File: src/design/url_percent_decoder_top_defines.svh
// ---------------------------------------------------------------------------
// url_percent_decoder_top_defines.svh
// Assertion macros shared by the url percent decoder RTL.
// ---------------------------------------------------------------------------
`ifndef URL_PERCENT_DECODER_TOP_DEFINES_SVH
`define URL_PERCENT_DECODER_TOP_DEFINES_SVH

// Same-cycle implication, sampled on clk, off while rst_n is low
`define UPD_ASSERT_NOW(label, ante, cons, msg) \
    label: assert property (@(posedge clk) disable iff (!rst_n) (ante) |-> (cons)) \
        else $error(msg);

// Next-cycle implication, sampled on clk, off while rst_n is low
`define UPD_ASSERT_NEXT(label, ante, cons, msg) \
    label: assert property (@(posedge clk) disable iff (!rst_n) (ante) |=> (cons)) \
        else $error(msg);

`endif

File: src/design/upd_pkg.sv
// ---------------------------------------------------------------------------
// upd_pkg
// Types, constants and helper functions of the url percent decoder.
// ---------------------------------------------------------------------------
`default_nettype none

package upd_pkg;

    // character codes
    localparam logic [7:0] CH_PLUS  = 8'h2B;
    localparam logic [7:0] CH_PCT   = 8'h25;
    localparam logic [7:0] CH_SPACE = 8'h20;

    // configuration
    localparam int MAX_LEN_W = 12;
    localparam logic [MAX_LEN_W-1:0] MAX_LEN_RST = 12'd255;
    localparam int PADDR_W = 3;
    localparam int PDATA_W = 32;
    localparam logic [PADDR_W-3:0] REG_MAX_LEN = 1'b0;

    // queue between front and back
    localparam int QUEUE_DEPTH = 4;
    localparam int QPTR_W = $clog2(QUEUE_DEPTH);
    localparam int QCNT_W = $clog2(QUEUE_DEPTH + 1);

    // decoder phase
    typedef enum logic [1:0] {
        PH_COPY  = 2'd0,
        PH_PCT   = 2'd1,
        PH_DIGIT = 2'd2
    } phase_t;

    // one queued command: one result, or a pair of results
    typedef struct packed {
        logic       pair;
        logic [7:0] data0;
        logic [7:0] data1;
        logic       has0;
        logic       last;
    } upd_entry_t;

    // '+' decodes to a space, anything else is copied
    function automatic logic [7:0] plain_char(input logic [7:0] c);
        plain_char = (c == CH_PLUS) ? CH_SPACE : c;
    endfunction

    // {valid, value} of a hex digit character
    function automatic logic [4:0] hex_digit(input logic [7:0] c);
        if (c inside {[8'h30:8'h39]})
        begin
            hex_digit = {1'b1, c[3:0]};
        end
        else if (c inside {[8'h61:8'h66], [8'h41:8'h46]})
        begin
            hex_digit = {1'b1, c[3:0] + 4'd9};
        end
        else
        begin
            hex_digit = 5'd0;
        end
    endfunction

endpackage

`default_nettype wire

File: src/design/url_percent_decoder_top.sv
// Path: an accepted byte's command enters the queue, then the output register that drives out_valid.
// Throughput: 1 byte per cycle while the queue is not full; a two-result byte needs two output transfers.
// The rate is set by the output register draining one result per cycle while out_ready is high.
// A 4-entry command queue decouples input acceptance from output stalls.
// Reset: rst_n asynchronous, active low; clears state, empties queue, max_len returns to 255.
// ---------------------------------------------------------------------------
// url_percent_decoder_top
// Streaming form-urlencoded decoder with an APB-style max_len register.
// ---------------------------------------------------------------------------
`default_nettype none

module url_percent_decoder_top
    import upd_pkg::*;
(
    input  wire logic               clk,
    input  wire logic               rst_n,
    // APB-style configuration
    input  wire logic               psel,
    input  wire logic               penable,
    input  wire logic               pwrite,
    input  wire logic [PADDR_W-1:0] paddr,
    input  wire logic [PDATA_W-1:0] pwdata,
    output logic [PDATA_W-1:0]      prdata,
    output logic                    pready,
    // encoded input
    input  wire logic               in_valid,
    output logic                    in_ready,
    input  wire logic [7:0]         in_byte,
    input  wire logic               in_last,
    // decoded output
    output logic                    out_valid,
    input  wire logic               out_ready,
    output logic [7:0]              out_byte,
    output logic                    has_byte,
    output logic                    out_last
);

    logic [MAX_LEN_W-1:0] max_len_reg, max_len_next;
    logic                 wr_en;
    logic                 q_full, q_push, q_pop, q_valid;
    upd_entry_t           q_in, q_head;

    // register access
    assign pready = 1'b1;
    assign wr_en  = psel && penable && pwrite && (paddr[PADDR_W-1:2] == REG_MAX_LEN);

    always_comb
    begin
        max_len_next = wr_en ? pwdata[MAX_LEN_W-1:0] : max_len_reg;
        if (paddr[PADDR_W-1:2] == REG_MAX_LEN)
        begin
            prdata = {{(PDATA_W-MAX_LEN_W){1'b0}}, max_len_reg};
        end
        else
        begin
            prdata = '0;
        end
    end

    always_ff @(posedge clk or negedge rst_n)
    begin
        if (!rst_n)
        begin
            max_len_reg <= MAX_LEN_RST;
        end
        else
        begin
            max_len_reg <= max_len_next;
        end
    end

    upd_front u_front (
        .clk        (clk),
        .rst_n      (rst_n),
        .in_valid   (in_valid),
        .in_ready   (in_ready),
        .in_byte    (in_byte),
        .in_last    (in_last),
        .max_len    (max_len_reg),
        .q_full     (q_full),
        .push       (q_push),
        .push_entry (q_in)
    );

    upd_queue u_queue (
        .clk        (clk),
        .rst_n      (rst_n),
        .push       (q_push),
        .push_entry (q_in),
        .full       (q_full),
        .pop        (q_pop),
        .head_valid (q_valid),
        .head       (q_head)
    );

    upd_back u_back (
        .clk       (clk),
        .rst_n     (rst_n),
        .q_valid   (q_valid),
        .q_head    (q_head),
        .q_pop     (q_pop),
        .out_valid (out_valid),
        .out_ready (out_ready),
        .out_byte  (out_byte),
        .has_byte  (has_byte),
        .out_last  (out_last)
    );

endmodule

`default_nettype wire

File: src/design/upd_front.sv
// ---------------------------------------------------------------------------
// upd_front
// Accepts encoded bytes, tracks escape phase and output count, and pushes
// one queue command per item that produces results.
// ---------------------------------------------------------------------------
`default_nettype none
`include "url_percent_decoder_top_defines.svh"

module upd_front
    import upd_pkg::*;
(
    input  wire logic                 clk,
    input  wire logic                 rst_n,
    input  wire logic                 in_valid,
    output logic                      in_ready,
    input  wire logic [7:0]           in_byte,
    input  wire logic                 in_last,
    input  wire logic [MAX_LEN_W-1:0] max_len,
    input  wire logic                 q_full,
    output logic                      push,
    output upd_entry_t                push_entry
);

    phase_t                 phase_reg, phase_next;
    logic [7:0]             first_digit_reg, first_digit_next;
    logic [MAX_LEN_W-1:0]   out_count_reg, out_count_next;

    logic                   acc;
    logic [1:0]             cand_n;
    logic [7:0]             cand0, cand1;
    logic [4:0]             hd_hi, hd_lo;
    logic [7:0]             esc_val;
    logic                   can0, can1;
    logic                   emit0, emit1;

    assign in_ready = !q_full;
    assign acc      = in_valid && in_ready;

    // classify the byte against the current phase
    always_comb
    begin
        hd_hi = hex_digit(first_digit_reg);
        hd_lo = hex_digit(in_byte);
        if (!hd_hi[4])
        begin
            esc_val = 8'd0;
        end
        else if (!hd_lo[4])
        begin
            esc_val = {4'd0, hd_hi[3:0]};
        end
        else
        begin
            esc_val = {hd_hi[3:0], hd_lo[3:0]};
        end

        cand0 = plain_char(in_byte);
        cand1 = plain_char(in_byte);
        case (phase_reg)
            PH_PCT:
            begin
                cand0  = CH_PCT;
                cand_n = in_last ? 2'd2 : 2'd0;
            end
            PH_DIGIT:
            begin
                cand0  = esc_val;
                cand_n = 2'd1;
            end
            default:
            begin
                cand_n = (in_byte == CH_PCT && !in_last) ? 2'd0 : 2'd1;
            end
        endcase

        // length limit
        can0  = {1'b0, out_count_reg} < {1'b0, max_len};
        can1  = ({1'b0, out_count_reg} + {{MAX_LEN_W{1'b0}}, 1'b1}) < {1'b0, max_len};
        emit0 = (cand_n != 2'd0) && can0;
        emit1 = (cand_n == 2'd2) && can0 && can1;
    end

    // next state
    always_comb
    begin
        phase_next       = phase_reg;
        first_digit_next = first_digit_reg;
        out_count_next   = out_count_reg;
        if (acc)
        begin
            if (in_last)
            begin
                phase_next       = PH_COPY;
                first_digit_next = 8'd0;
                out_count_next   = '0;
            end
            else
            begin
                case (phase_reg)
                    PH_PCT:
                    begin
                        phase_next       = PH_DIGIT;
                        first_digit_next = in_byte;
                    end
                    PH_DIGIT:
                    begin
                        phase_next       = PH_COPY;
                        first_digit_next = 8'd0;
                        out_count_next   = out_count_reg + {{(MAX_LEN_W-1){1'b0}}, emit0};
                    end
                    default:
                    begin
                        if (in_byte == CH_PCT)
                        begin
                            phase_next = PH_PCT;
                        end
                        out_count_next = out_count_reg + {{(MAX_LEN_W-1){1'b0}}, emit0};
                    end
                endcase
            end
        end
    end

    // queue command
    always_comb
    begin
        push             = acc && (emit0 || in_last);
        push_entry.pair  = emit1;
        push_entry.data0 = emit0 ? cand0 : 8'd0;
        push_entry.data1 = cand1;
        push_entry.has0  = emit0;
        push_entry.last  = in_last;
    end

    always_ff @(posedge clk or negedge rst_n)
    begin
        if (!rst_n)
        begin
            phase_reg       <= PH_COPY;
            first_digit_reg <= 8'd0;
            out_count_reg   <= '0;
        end
        else
        begin
            phase_reg       <= phase_next;
            first_digit_reg <= first_digit_next;
            out_count_reg   <= out_count_next;
        end
    end

    // every string end produces a result
    `UPD_ASSERT_NOW(a_last_pushes, acc && in_last, push, "string end without a result")
    // a string end restarts decoding
    `UPD_ASSERT_NEXT(a_last_clears, acc && in_last, phase_reg == PH_COPY && out_count_reg == '0, "state not cleared after string end")

endmodule

`default_nettype wire

File: src/design/upd_queue.sv
// ---------------------------------------------------------------------------
// upd_queue
// Short command queue between front and back.
// ---------------------------------------------------------------------------
`default_nettype none
`include "url_percent_decoder_top_defines.svh"

module upd_queue
    import upd_pkg::*;
(
    input  wire logic       clk,
    input  wire logic       rst_n,
    input  wire logic       push,
    input  upd_entry_t      push_entry,
    output logic            full,
    input  wire logic       pop,
    output logic            head_valid,
    output upd_entry_t      head
);

    upd_entry_t         slot_reg [QUEUE_DEPTH];
    logic [QPTR_W-1:0]  wr_ptr_reg, wr_ptr_next;
    logic [QPTR_W-1:0]  rd_ptr_reg, rd_ptr_next;
    logic [QCNT_W-1:0]  count_reg, count_next;

    assign full       = (count_reg == QCNT_W'(QUEUE_DEPTH));
    assign head_valid = (count_reg != '0);
    assign head       = slot_reg[rd_ptr_reg];

    // pointer and fill count
    always_comb
    begin
        wr_ptr_next = push ? wr_ptr_reg + 1'b1 : wr_ptr_reg;
        rd_ptr_next = pop ? rd_ptr_reg + 1'b1 : rd_ptr_reg;
        count_next  = count_reg;
        if (push && !pop)
        begin
            count_next = count_reg + 1'b1;
        end
        else if (pop && !push)
        begin
            count_next = count_reg - 1'b1;
        end
    end

    always_ff @(posedge clk or negedge rst_n)
    begin
        if (!rst_n)
        begin
            wr_ptr_reg <= '0;
            rd_ptr_reg <= '0;
            count_reg  <= '0;
        end
        else
        begin
            wr_ptr_reg <= wr_ptr_next;
            rd_ptr_reg <= rd_ptr_next;
            count_reg  <= count_next;
        end
    end

    // entry storage
    always_ff @(posedge clk)
    begin
        if (push)
        begin
            slot_reg[wr_ptr_reg] <= push_entry;
        end
    end

    `UPD_ASSERT_NOW(a_no_underflow, pop, head_valid, "pop from empty queue")
    `UPD_ASSERT_NOW(a_no_overflow, push, !full || pop, "push into full queue")

endmodule

`default_nettype wire

File: src/design/upd_back.sv
// ---------------------------------------------------------------------------
// upd_back
// Expands queue commands into result transfers through an output register.
// ---------------------------------------------------------------------------
`default_nettype none
`include "url_percent_decoder_top_defines.svh"

module upd_back
    import upd_pkg::*;
(
    input  wire logic       clk,
    input  wire logic       rst_n,
    input  wire logic       q_valid,
    input  upd_entry_t      q_head,
    output logic            q_pop,
    output logic            out_valid,
    input  wire logic       out_ready,
    output logic [7:0]      out_byte,
    output logic            has_byte,
    output logic            out_last
);

    logic       out_valid_reg, out_valid_next;
    logic [7:0] out_byte_reg, out_byte_next;
    logic       has_byte_reg, has_byte_next;
    logic       out_last_reg, out_last_next;
    logic       second_reg, second_next;
    logic       load;

    assign out_valid = out_valid_reg;
    assign out_byte  = out_byte_reg;
    assign has_byte  = has_byte_reg;
    assign out_last  = out_last_reg;

    assign load = !out_valid_reg || out_ready;

    // pick the next result from the queue head
    always_comb
    begin
        out_valid_next = out_valid_reg;
        out_byte_next  = out_byte_reg;
        has_byte_next  = has_byte_reg;
        out_last_next  = out_last_reg;
        second_next    = second_reg;
        q_pop          = 1'b0;
        if (load)
        begin
            out_valid_next = q_valid;
            if (q_valid)
            begin
                if (q_head.pair && !second_reg)
                begin
                    // first of a pair, head stays
                    out_byte_next = q_head.data0;
                    has_byte_next = 1'b1;
                    out_last_next = 1'b0;
                    second_next   = 1'b1;
                end
                else
                begin
                    out_byte_next = q_head.pair ? q_head.data1 : q_head.data0;
                    has_byte_next = q_head.pair || q_head.has0;
                    out_last_next = q_head.last;
                    second_next   = 1'b0;
                    q_pop         = 1'b1;
                end
            end
        end
    end

    always_ff @(posedge clk or negedge rst_n)
    begin
        if (!rst_n)
        begin
            out_valid_reg <= 1'b0;
            second_reg    <= 1'b0;
        end
        else
        begin
            out_valid_reg <= out_valid_next;
            second_reg    <= second_next;
        end
    end

    // result payload
    always_ff @(posedge clk)
    begin
        out_byte_reg <= out_byte_next;
        has_byte_reg <= has_byte_next;
        out_last_reg <= out_last_next;
    end

    // while a pair is half done, its first byte is on the output
    `UPD_ASSERT_NOW(a_pair_first, second_reg, out_valid_reg && has_byte_reg && !out_last_reg, "pair first half not on output")

endmodule

`default_nettype wire

File: config.mk
export PLATFORM = sky130hd
export DESIGN_NAME = url_percent_decoder_top
export DESIGN_NICKNAME = d
export VERILOG_FILES = /design/src/design/upd_pkg.sv /design/src/design/url_percent_decoder_top.sv /design/src/design/upd_front.sv /design/src/design/upd_queue.sv /design/src/design/upd_back.sv
export VERILOG_INCLUDE_DIRS = /design/src /design/src/design
export SDC_FILE = /design/constraint.sdc
export NUM_CORES = 1
export LEC_CHECK = 0
export BUFFER_PORTS_ARGS = -buffer_cell sky130_fd_sc_hd__buf_4
export CAP_MARGIN = 40
export CORE_ASPECT_RATIO = 2
export CORE_MARGIN = 5
export CORE_UTILIZATION = 45
export DETAILED_ROUTE_END_ITERATION = 10
export PLACE_DENSITY = 0.67
export SLEW_MARGIN = 20
export SYNTH_ARGS = -nofsm -noshare
export SYNTH_HDL_FRONTEND = slang
export SYNTH_SLANG_ARGS = --single-unit
File: constraint.sdc
create_clock -name clk -period 7.4 [get_ports clk]
set_input_delay 0.74 -clock clk [delete_from_list [all_inputs] [get_ports clk]]
set_output_delay 0.74 -clock clk [all_outputs]
set_load 0.01 [all_outputs]
==> results of run 1 <==
where the power goes:
group / switching, W / leakage (nW) / internal, W
combinational: 0.000575 / 1.69 / 0.000405
clock: 0.000327 / 0.303 / 0.000541
sequential: 0.000122 / 1.33 / 0.00106
cell usage after synthesis, types with 3 or more instances:
library cell	count	area (um2)
a211oi_1	4	30.0
a21oi_1	30	150
a221oi_1	9	78.8
a31oi_1	3	18.8
and2_1	10	62.6
and3_1	3	18.8
buf_4	21	158
clkbuf_1	16	60.1
dfrtp_1	35	876
dfstp_2	8	210
edfxtp_1	86	2580
ha_1	40	500
inv_1	33	124
mux2_2	23	259
mux2i_1	20	200
mux4_2	3	67.6
nand2_1	58	218
nand2b_1	5	31.3
nand3_1	9	45.0
nand4_1	7	43.8
nand4b_1	4	35.0
nor2_1	44	165
nor2b_1	10	62.6
nor3_1	5	25.0
o211ai_1	10	75.1
o21ai_0	31	155
o22ai_1	3	18.8
or3_1	6	37.5
xnor2_1	9	78.8
xor2_1	9	78.8
per-stage QoR:
step,util (%),instance area (um2),cells,setup WS (ns),hold WS (ns)
final,53.4,7950,855,3.74,0.328
after floorplan,-,6910,614,4.39,0.444
after global placement,48.8,7270,819,3.82,0.472
after CTS,53.4,7950,855,3.76,0.337
after global routing,53.4,7950,855,3.58,0.362
after detailed placement,49.2,7330,823,3.80,0.496
cell families (layout without fill, tap and decap cells):
logic type               Yosys count  after routing  share of synthesized area (%)
flip-flops                       129            129                           53.6
multiplexers                      46             46                           7.70
AND/OR/NAND/NOR                  171            171                           12.2
other                              2             21                          0.110
AO/OA/AOI/OAI                    110            110                           10.3
buffers and inverters             78            124                           6.16
adder cells (fa/ha/maj)           41             41                           7.61
XOR/XNOR                          18             18                           2.30
worst register-to-register path: cells and delay by family, from the launching register on:
| family | cells | cell delay (ns) |
|---|---|---|
| AND/OR/NAND/NOR | 3 | 0.78 |
| adder cells (fa/ha/maj) | 3 | 0.69 |
| flip-flops | 1 | 0.53 |
| buffers and inverters | 2 | 0.32 |
| AO/OA/AOI/OAI | 5 | 1.28 |
final timing paths:
kind / endpoint / slack [ns] / cells past startpoint
setup / recovery: u_front.out_count_reg[6] / 3.74 / 13
hold / removal: max_len_reg[9] / 0.33 / 1
setup reg to reg: u_front.out_count_reg[6] / 3.74 / 13
hold reg to reg: u_queue.count_reg[2] / 0.50 / 1
max in group asynchronous: u_front.phase_reg[0] / 6.68 / 1
min in group clk: u_queue.count_reg[2] / 0.50 / 1
layout make-up:
type	instances	share of cell area (%)
sequential	129	46.1
multi-input combinational	407	35.5
timing repair buffer	59	5.95
clock buffer	17	5.35
tap	195	3.07
clock inverter	15	2.47
inverter	33	1.56
metal layers:
layer | GRT usage, % | part of all wire [%] | vias up
met5 | 0 | 0 | -
met4 | 6.52 | 2.4 | 0
met3 | 4.02 | 3.9 | 25
met2 | 33.4 | 58 | 112
li1 | - | - | 2213
met1 | 15.8 | 36 | 2251
==> metrics.md, run 1 <==
| Metric | Value |
|---|---|
| Avg Vias per Cell | `about 5.4` |
| Die area | `around 0.018 mm2` |
| FF-to-FF Start | `max_len_reg[2]` |
| Via count | `4601` |
| Pin count of the biggest net entering global routing | `44` |
| Crit path max-delay cell type | `dfstp_2` |
| Leak | `between 3 and 4 nW` |
| Final Net Count | `between 700 and 800` |
| Crit-path cells | `inv_1 > ha_1 > a211oi_1 > o21ai_0 > a211oi_1 > o21ai_2 > inv_1 > ha_1 > ha_1 > and3_1 > nand3_1 > or3_1 > a21oi_1` |
| # rows | `63` |
| Commonest non-fill, non-tap cell in the layout | `edfxtp_1` |
| Initial Utilization | `between 40% and 50%` |
| Root buffer cell | `clkbuf_16` |
| Post-synth EDFFs | `86` |
| DRT Wirelength | `around 15000 um` |
| Die height | `~180 um` |
| Ys async rst share | `between 30% and 40%` |
| H-tree lvl count | `4` |
| Pwr Density | `between 300 and 400 mW/mm2` |
| Storage cell area | `between 0.003 and 0.004 mm2` |
| Fill cells | `1277` |
| Clock Sinks | `between 100 and 150` |
| ANT cells | `0` |
| Buf+Inv Stages, Crit Path | `2` |
| CTS tree | `done` |
| Number of port buffers | `between 50 and 60` |
| Max-slew headroom | `~47%` |
| YS warnings | `0` |
| Num CTS Buffers | `17` |
| CP required | `7.72 ns` |
| Worst-Skew Late Latency | `~0.41 ns` |
| Max-slew violations | `0` |
| Total core area | `approximately 0.015 mm2` |
| First-pass GRT wire length | `23700 um` |
| Die W | `between 90 and 100 um` |
| Critical Path AT | `about 4.0 ns` |
| Top delay family on crit path | `compound AO/OA/AOI/OAI gates` |
| Fin Setup TNS | `0 ns` |
| Layout Skew | `between 0.01 and 0.015 ns` |
| Maximum clock frequency | `roughly 270 MHz` |
| Multi-input combinational cell area | `approximately 0.0028 mm2` |
| CP Launch Type | `register` |
| Worst min path class | `in -> async` |
| # Post-CTS Setup Buffers | `0` |
| Largest stage delay, worst path | `0.53 ns` |
| Share of cells above drive strength 1 | `between 20 and 25%` |
| Number of antenna violations at the first check in global routing | `0` |
| # setup viols final | `0` |
| Max Cap Viol | `0` |
| Global route overflow | `0` |
| Cts hold-fix bufs | `0` |
| Worst Max-Slew Pin Slew | `0.799 ns` |
| 1st-iter DRT viols | `around 210` |
| Max reg flops | `between 70 and 80` |
| GRT Total Usage | `between 10% and 20%` |
| Part of the Yosys area used for sequential elements | `between 50% and 60%` |
| Syn Area/Cell | `approximately 11 um2` |
| Pwr Total | `just over 0.003 W` |
| Worst-path clk slew | `~0.060 ns` |
| Final Cycle Share | `about half` |
| Mapped Cells | `595` |
| Vias in the first global route | `4804` |
| Outcome | `complete, no violations` |
| Synthesized cell area | `0.00684 mm2` |
| IO Pins | `between 90 and 100` |
| DP HPWL | `around 11000 um` |
| ANT nets after route | `0` |
| Fin crit period | `3.66 ns` |
| Resize count post-CTS | `0` |
| Top cell by count, worst path | `ha_1` |
| Leading cell types in the layout, fill and taps excluded | `edfxtp_1 (86), nand2_1 (58), buf_4 (55), nor2_1 (44), ha_1 (40)` |
| Netlist cell types | `60` |
| Final hold vios | `0` |
| Avg WL per Cell | `around 17 um` |
| Element type at the critical path end | `register` |
| Seq cells post-synth | `~130` |
| Maximum fanout along the worst path | `10` |
| Peak VDD IR | `0.205 mV` |
| DR pass1 iterations | `5` |
| Critical path class | `reg -> reg` |
| RSZ-0062 raised after global routing | `no` |
| Ys flop type | `edfxtp_1` |
| Worst-case clock buffer depth | `2` |
| # DRC | `0` |
| Gpl congestion | `between 0.8 and 0.9` |
| Area Overhead vs Synth | `16.3%` |
| Worst Setup SP | `max_len_reg[2]` |
No activity file was read; power rests on OpenSTA's default activity.
==> inputs of run 2 (changes only) <==
- PLACE_DENSITY: 0.67 -> 0.7
- clock period: 7.4 -> 3 ns (I/O delays scaled with it)
==> run 2 against run 1 <==
Compared with the run above:
- die area stayed put
- sequential share of layout area is 1.4 points lower
- critical path type unchanged
- final area is 3.2% higher
- clock skew is 0.0031 ns lower
- non-clock buffer count is 29 higher
==> metrics.md, run 2 (synthesis gave the netlist of run 1 again) <==
| Metric | Value |
|---|---|
| CP Launch Type | `register` |
| Peak VDD IR | `0.481 mV (+130%)` |
| Layout Skew | `0.00909 ns (-0.00314 ns)` |
| Final Net Count | `768 (+3.9%)` |
| Final WS setup | `0.113 ns (-3.63 ns)` |
| Fin crit period | `2.89 ns (-0.772 ns)` |
| Worst-path clk slew | `0.06 ns (about the same)` |
| Critical path class | `reg -> reg` |
| IO Pins | `96 (unchanged)` |
| Total core area | `0.0149 mm2 (unchanged)` |
| Vias in the first global route | `5047 (+5.1%)` |
| Leak | `3.44 nW (+3.7%)` |
| R2R depth | `13 (unchanged)` |
| Storage cell area | `0.00367 mm2 (unchanged)` |
| Fin cells | `884 (+3.4%)` |
| Reg2reg end | `u_front.out_count_reg[10]` |
| Worst Setup EP | `u_front.out_count_reg[10]` |
| Placed cells | `849 (+3.2%)` |
| Max reg flops | `76 (unchanged)` |
| Outcome | `complete, no violations` |
| Maximum clock frequency | `346 MHz (+27%)` |
| ANT nets after route | `0 (unchanged)` |
| Number of antenna violations at the first check in global routing | `0 (unchanged)` |
| Crit path max-delay cell type | `dfstp_2` |
| Critical Path AT | `3.23 ns (-0.75 ns)` |
| H-tree lvl count | `4 (unchanged)` |
| Worst min path class | `in -> reg` |
| Reg2reg setup slack | `0.11 ns (-3.63 ns)` |
| RSZ-0062 raised after global routing | `yes` |
| DRT Wirelength | `15200 um (+4.9%)` |
| Number of port buffers | `52 (unchanged)` |
| Max Cap Viol | `0 (unchanged)` |
| Global route overflow | `0 (unchanged)` |
| Pwr Density | `925 mW/mm2 (+140%)` |
| # setup viols final | `0 (unchanged)` |
| ANT cells | `0 (unchanged)` |
| Multi-input combinational cell area | `0.00289 mm2 (+2.3%)` |
| Die W | `97.2 um (unchanged)` |
| Commonest non-fill, non-tap cell in the layout | `edfxtp_1` |
| Buf+Inv Stages, Crit Path | `2 (unchanged)` |
| DR pass1 iterations | `4 (-1)` |
| DP HPWL | `11300 um (+4.4%)` |
| Avg Vias per Cell | `5.41 (+0.57%)` |
| Max-slew violations | `0 (unchanged)` |
| Largest stage delay, worst path | `0.53 ns (about the same)` |
| 1st-iter DRT viols | `174 (-18%)` |
| Top cell by count, worst path | `ha_1` |
| # rows | `63 (unchanged)` |
| Final Util | `55.1% (+1.7 points)` |
| Die height | `184 um (unchanged)` |
| Worst Max-Slew Pin Slew | `0.754 ns (-0.0450 ns)` |
| CP Depth | `13 (unchanged)` |
| Pre-CTS setup slack | `-0.222 ns (-4.02 ns)` |
| Num CTS Buffers | `17 (unchanged)` |
| Worst-case clock buffer depth | `2 (unchanged)` |
| Root buffer cell | `clkbuf_16` |
| Leading cell types in the layout, fill and taps excluded | `edfxtp_1 (86), buf_4 (83), nand2_1 (58), nor2_1 (44), ha_1 (37)` |
| Worst Setup SP | `max_len_reg[1]` |
| Top delay family on crit path | `compound AO/OA/AOI/OAI gates` |
| Pin count of the biggest net entering global routing | `44 (unchanged)` |
| FF-to-FF Start | `max_len_reg[1]` |
| CTS tree | `done` |
| Gpl congestion | `0.875 (+4.7%)` |
| Area Overhead vs Synth | `20.0%` |
| GRT Total Usage | `17.6% (+0.95 points)` |
| Worst-Skew Late Latency | `0.42 ns (about the same)` |
| Maximum fanout along the worst path | `7 (-3)` |
| Clock Sinks | `129 (unchanged)` |
| Fill cells | `1233 (-3.4%)` |
| # DRC | `0 (unchanged)` |
| Avg WL per Cell | `17.2 um (+1.5%)` |
| Share of cells above drive strength 1 | `25.4% (+5.2 points)` |
| First-pass GRT wire length | `24700 um (+3.9%)` |
| Die area | `0.0179 mm2 (unchanged)` |
| CP required | `3.34 ns (-4.38 ns)` |
| Final hold vios | `0 (unchanged)` |
| Final Cycle Share | `96.2% (+47 points)` |
| Via count | `4784 (+4.0%)` |
| Crit-path cells | `inv_1 > ha_1 > a211oi_2 > o21ai_2 > a211oi_2 > o21ai_2 > inv_1 > ha_1 > ha_1 > and3_4 > nand3_4 > or3_1 > a21oi_1` |
| Initial Utilization | `45.9% (unchanged)` |
| Element type at the critical path end | `register` |
| Max-slew headroom | `49.6% (+3.0 points)` |
run 2: worst register-to-register path, stage by stage, from the launching register on:
cell and delay [ns]:
dfstp_2 0.53, inv_1 0.05, ha_1 0.21, a211oi_2 0.24, o21ai_2 0.10, a211oi_2 0.28, o21ai_2 0.12, inv_1 0.09
ha_1 0.18, ha_1 0.18, and3_4 0.19, nand3_4 0.11, or3_1 0.38, a21oi_1 0.14
run 2: metrics by stage:
| stage | TNS, ns | hold slack (ns) | power, W | cell area (um2) |
|---|---|---|---|---|
| 6_report | 0 | 0.0712 | 0.00759 | 8210 |
| 2_1_floorplan | 0 | 0.00441 | 0.00463 | 6910 |
| 5_1_grt | -0.0113 | 0.0957 | 0.00806 | 8210 |
| 3_3_place_gp | -0.328 | 0.329 | 0.00542 | 7550 |
| 3_5_place_dp | -0.875 | 0.341 | 0.00557 | 7550 |
| 4_1_cts | 0 | 0.0645 | 0.00759 | 8140 |
run 2: final cells by class:
type,count,share of cell area [%]
inverters,33,1.51
clock buffers,17,5.18
clock inverters,15,1.77
flip-flops and latches,129,44.7
multi-input cells,407,35.2
repair buffers,88,8.69
well taps,195,2.97
run 2: how the worst min path moves through the flow:
stage	slack (ns)	endpoint	cells past startpoint	startpoint
2_1_floorplan	0.004	max_len_reg[10]	0	rst_n
3_3_place_gp	0.33	u_front.out_count_reg[5]	1	rst_n
3_5_place_dp	0.34	u_front.out_count_reg[4]	1	rst_n
4_1_cts	0.06	u_back.out_valid	2	out_ready
5_1_grt	0.1	max_len_reg[2]	2	pwdata[2]
6_report	0.07	u_back.out_valid	2	out_ready
run 2: power by group:
| part | internal [W] | switching, W | total, W | leakage, nW |
|---|---|---|---|---|
| sequential | 0.00260 | 0.000258 | 0.00286 | 1.33 |
| clock | 0.00116 | 0.000832 | 0.00199 | 0.278 |
| combinational | 0.00119 | 0.00154 | 0.00273 | 1.83 |
| total | 0.00496 | 0.00263 | 0.00759 | 3.44 |
run 2: metal layers:
metal | wire, um | share of wire (%) | GRT usage [%] | up-vias
li1 | - | - | - | 2270
met2 | 8810 | 58 | 34.9 | 146
met3 | 665 | 4.4 | 3.67 | 44
met1 | 5130 | 34 | 16.5 | 2324
met4 | 634 | 4.2 | 9.00 | 0
met5 | 0 | 0 | 0 | -
run 2: what timing repair did:
item / 4_1_cts / 5_1_grt
hold endpoints to repair: 35 / 0
setup buffers: 0 / 2
resized for setup: 4 / 11
setup endpoints to repair: 9 / 13
pin swaps: 1 / 7
hold buffers: 1 / 0
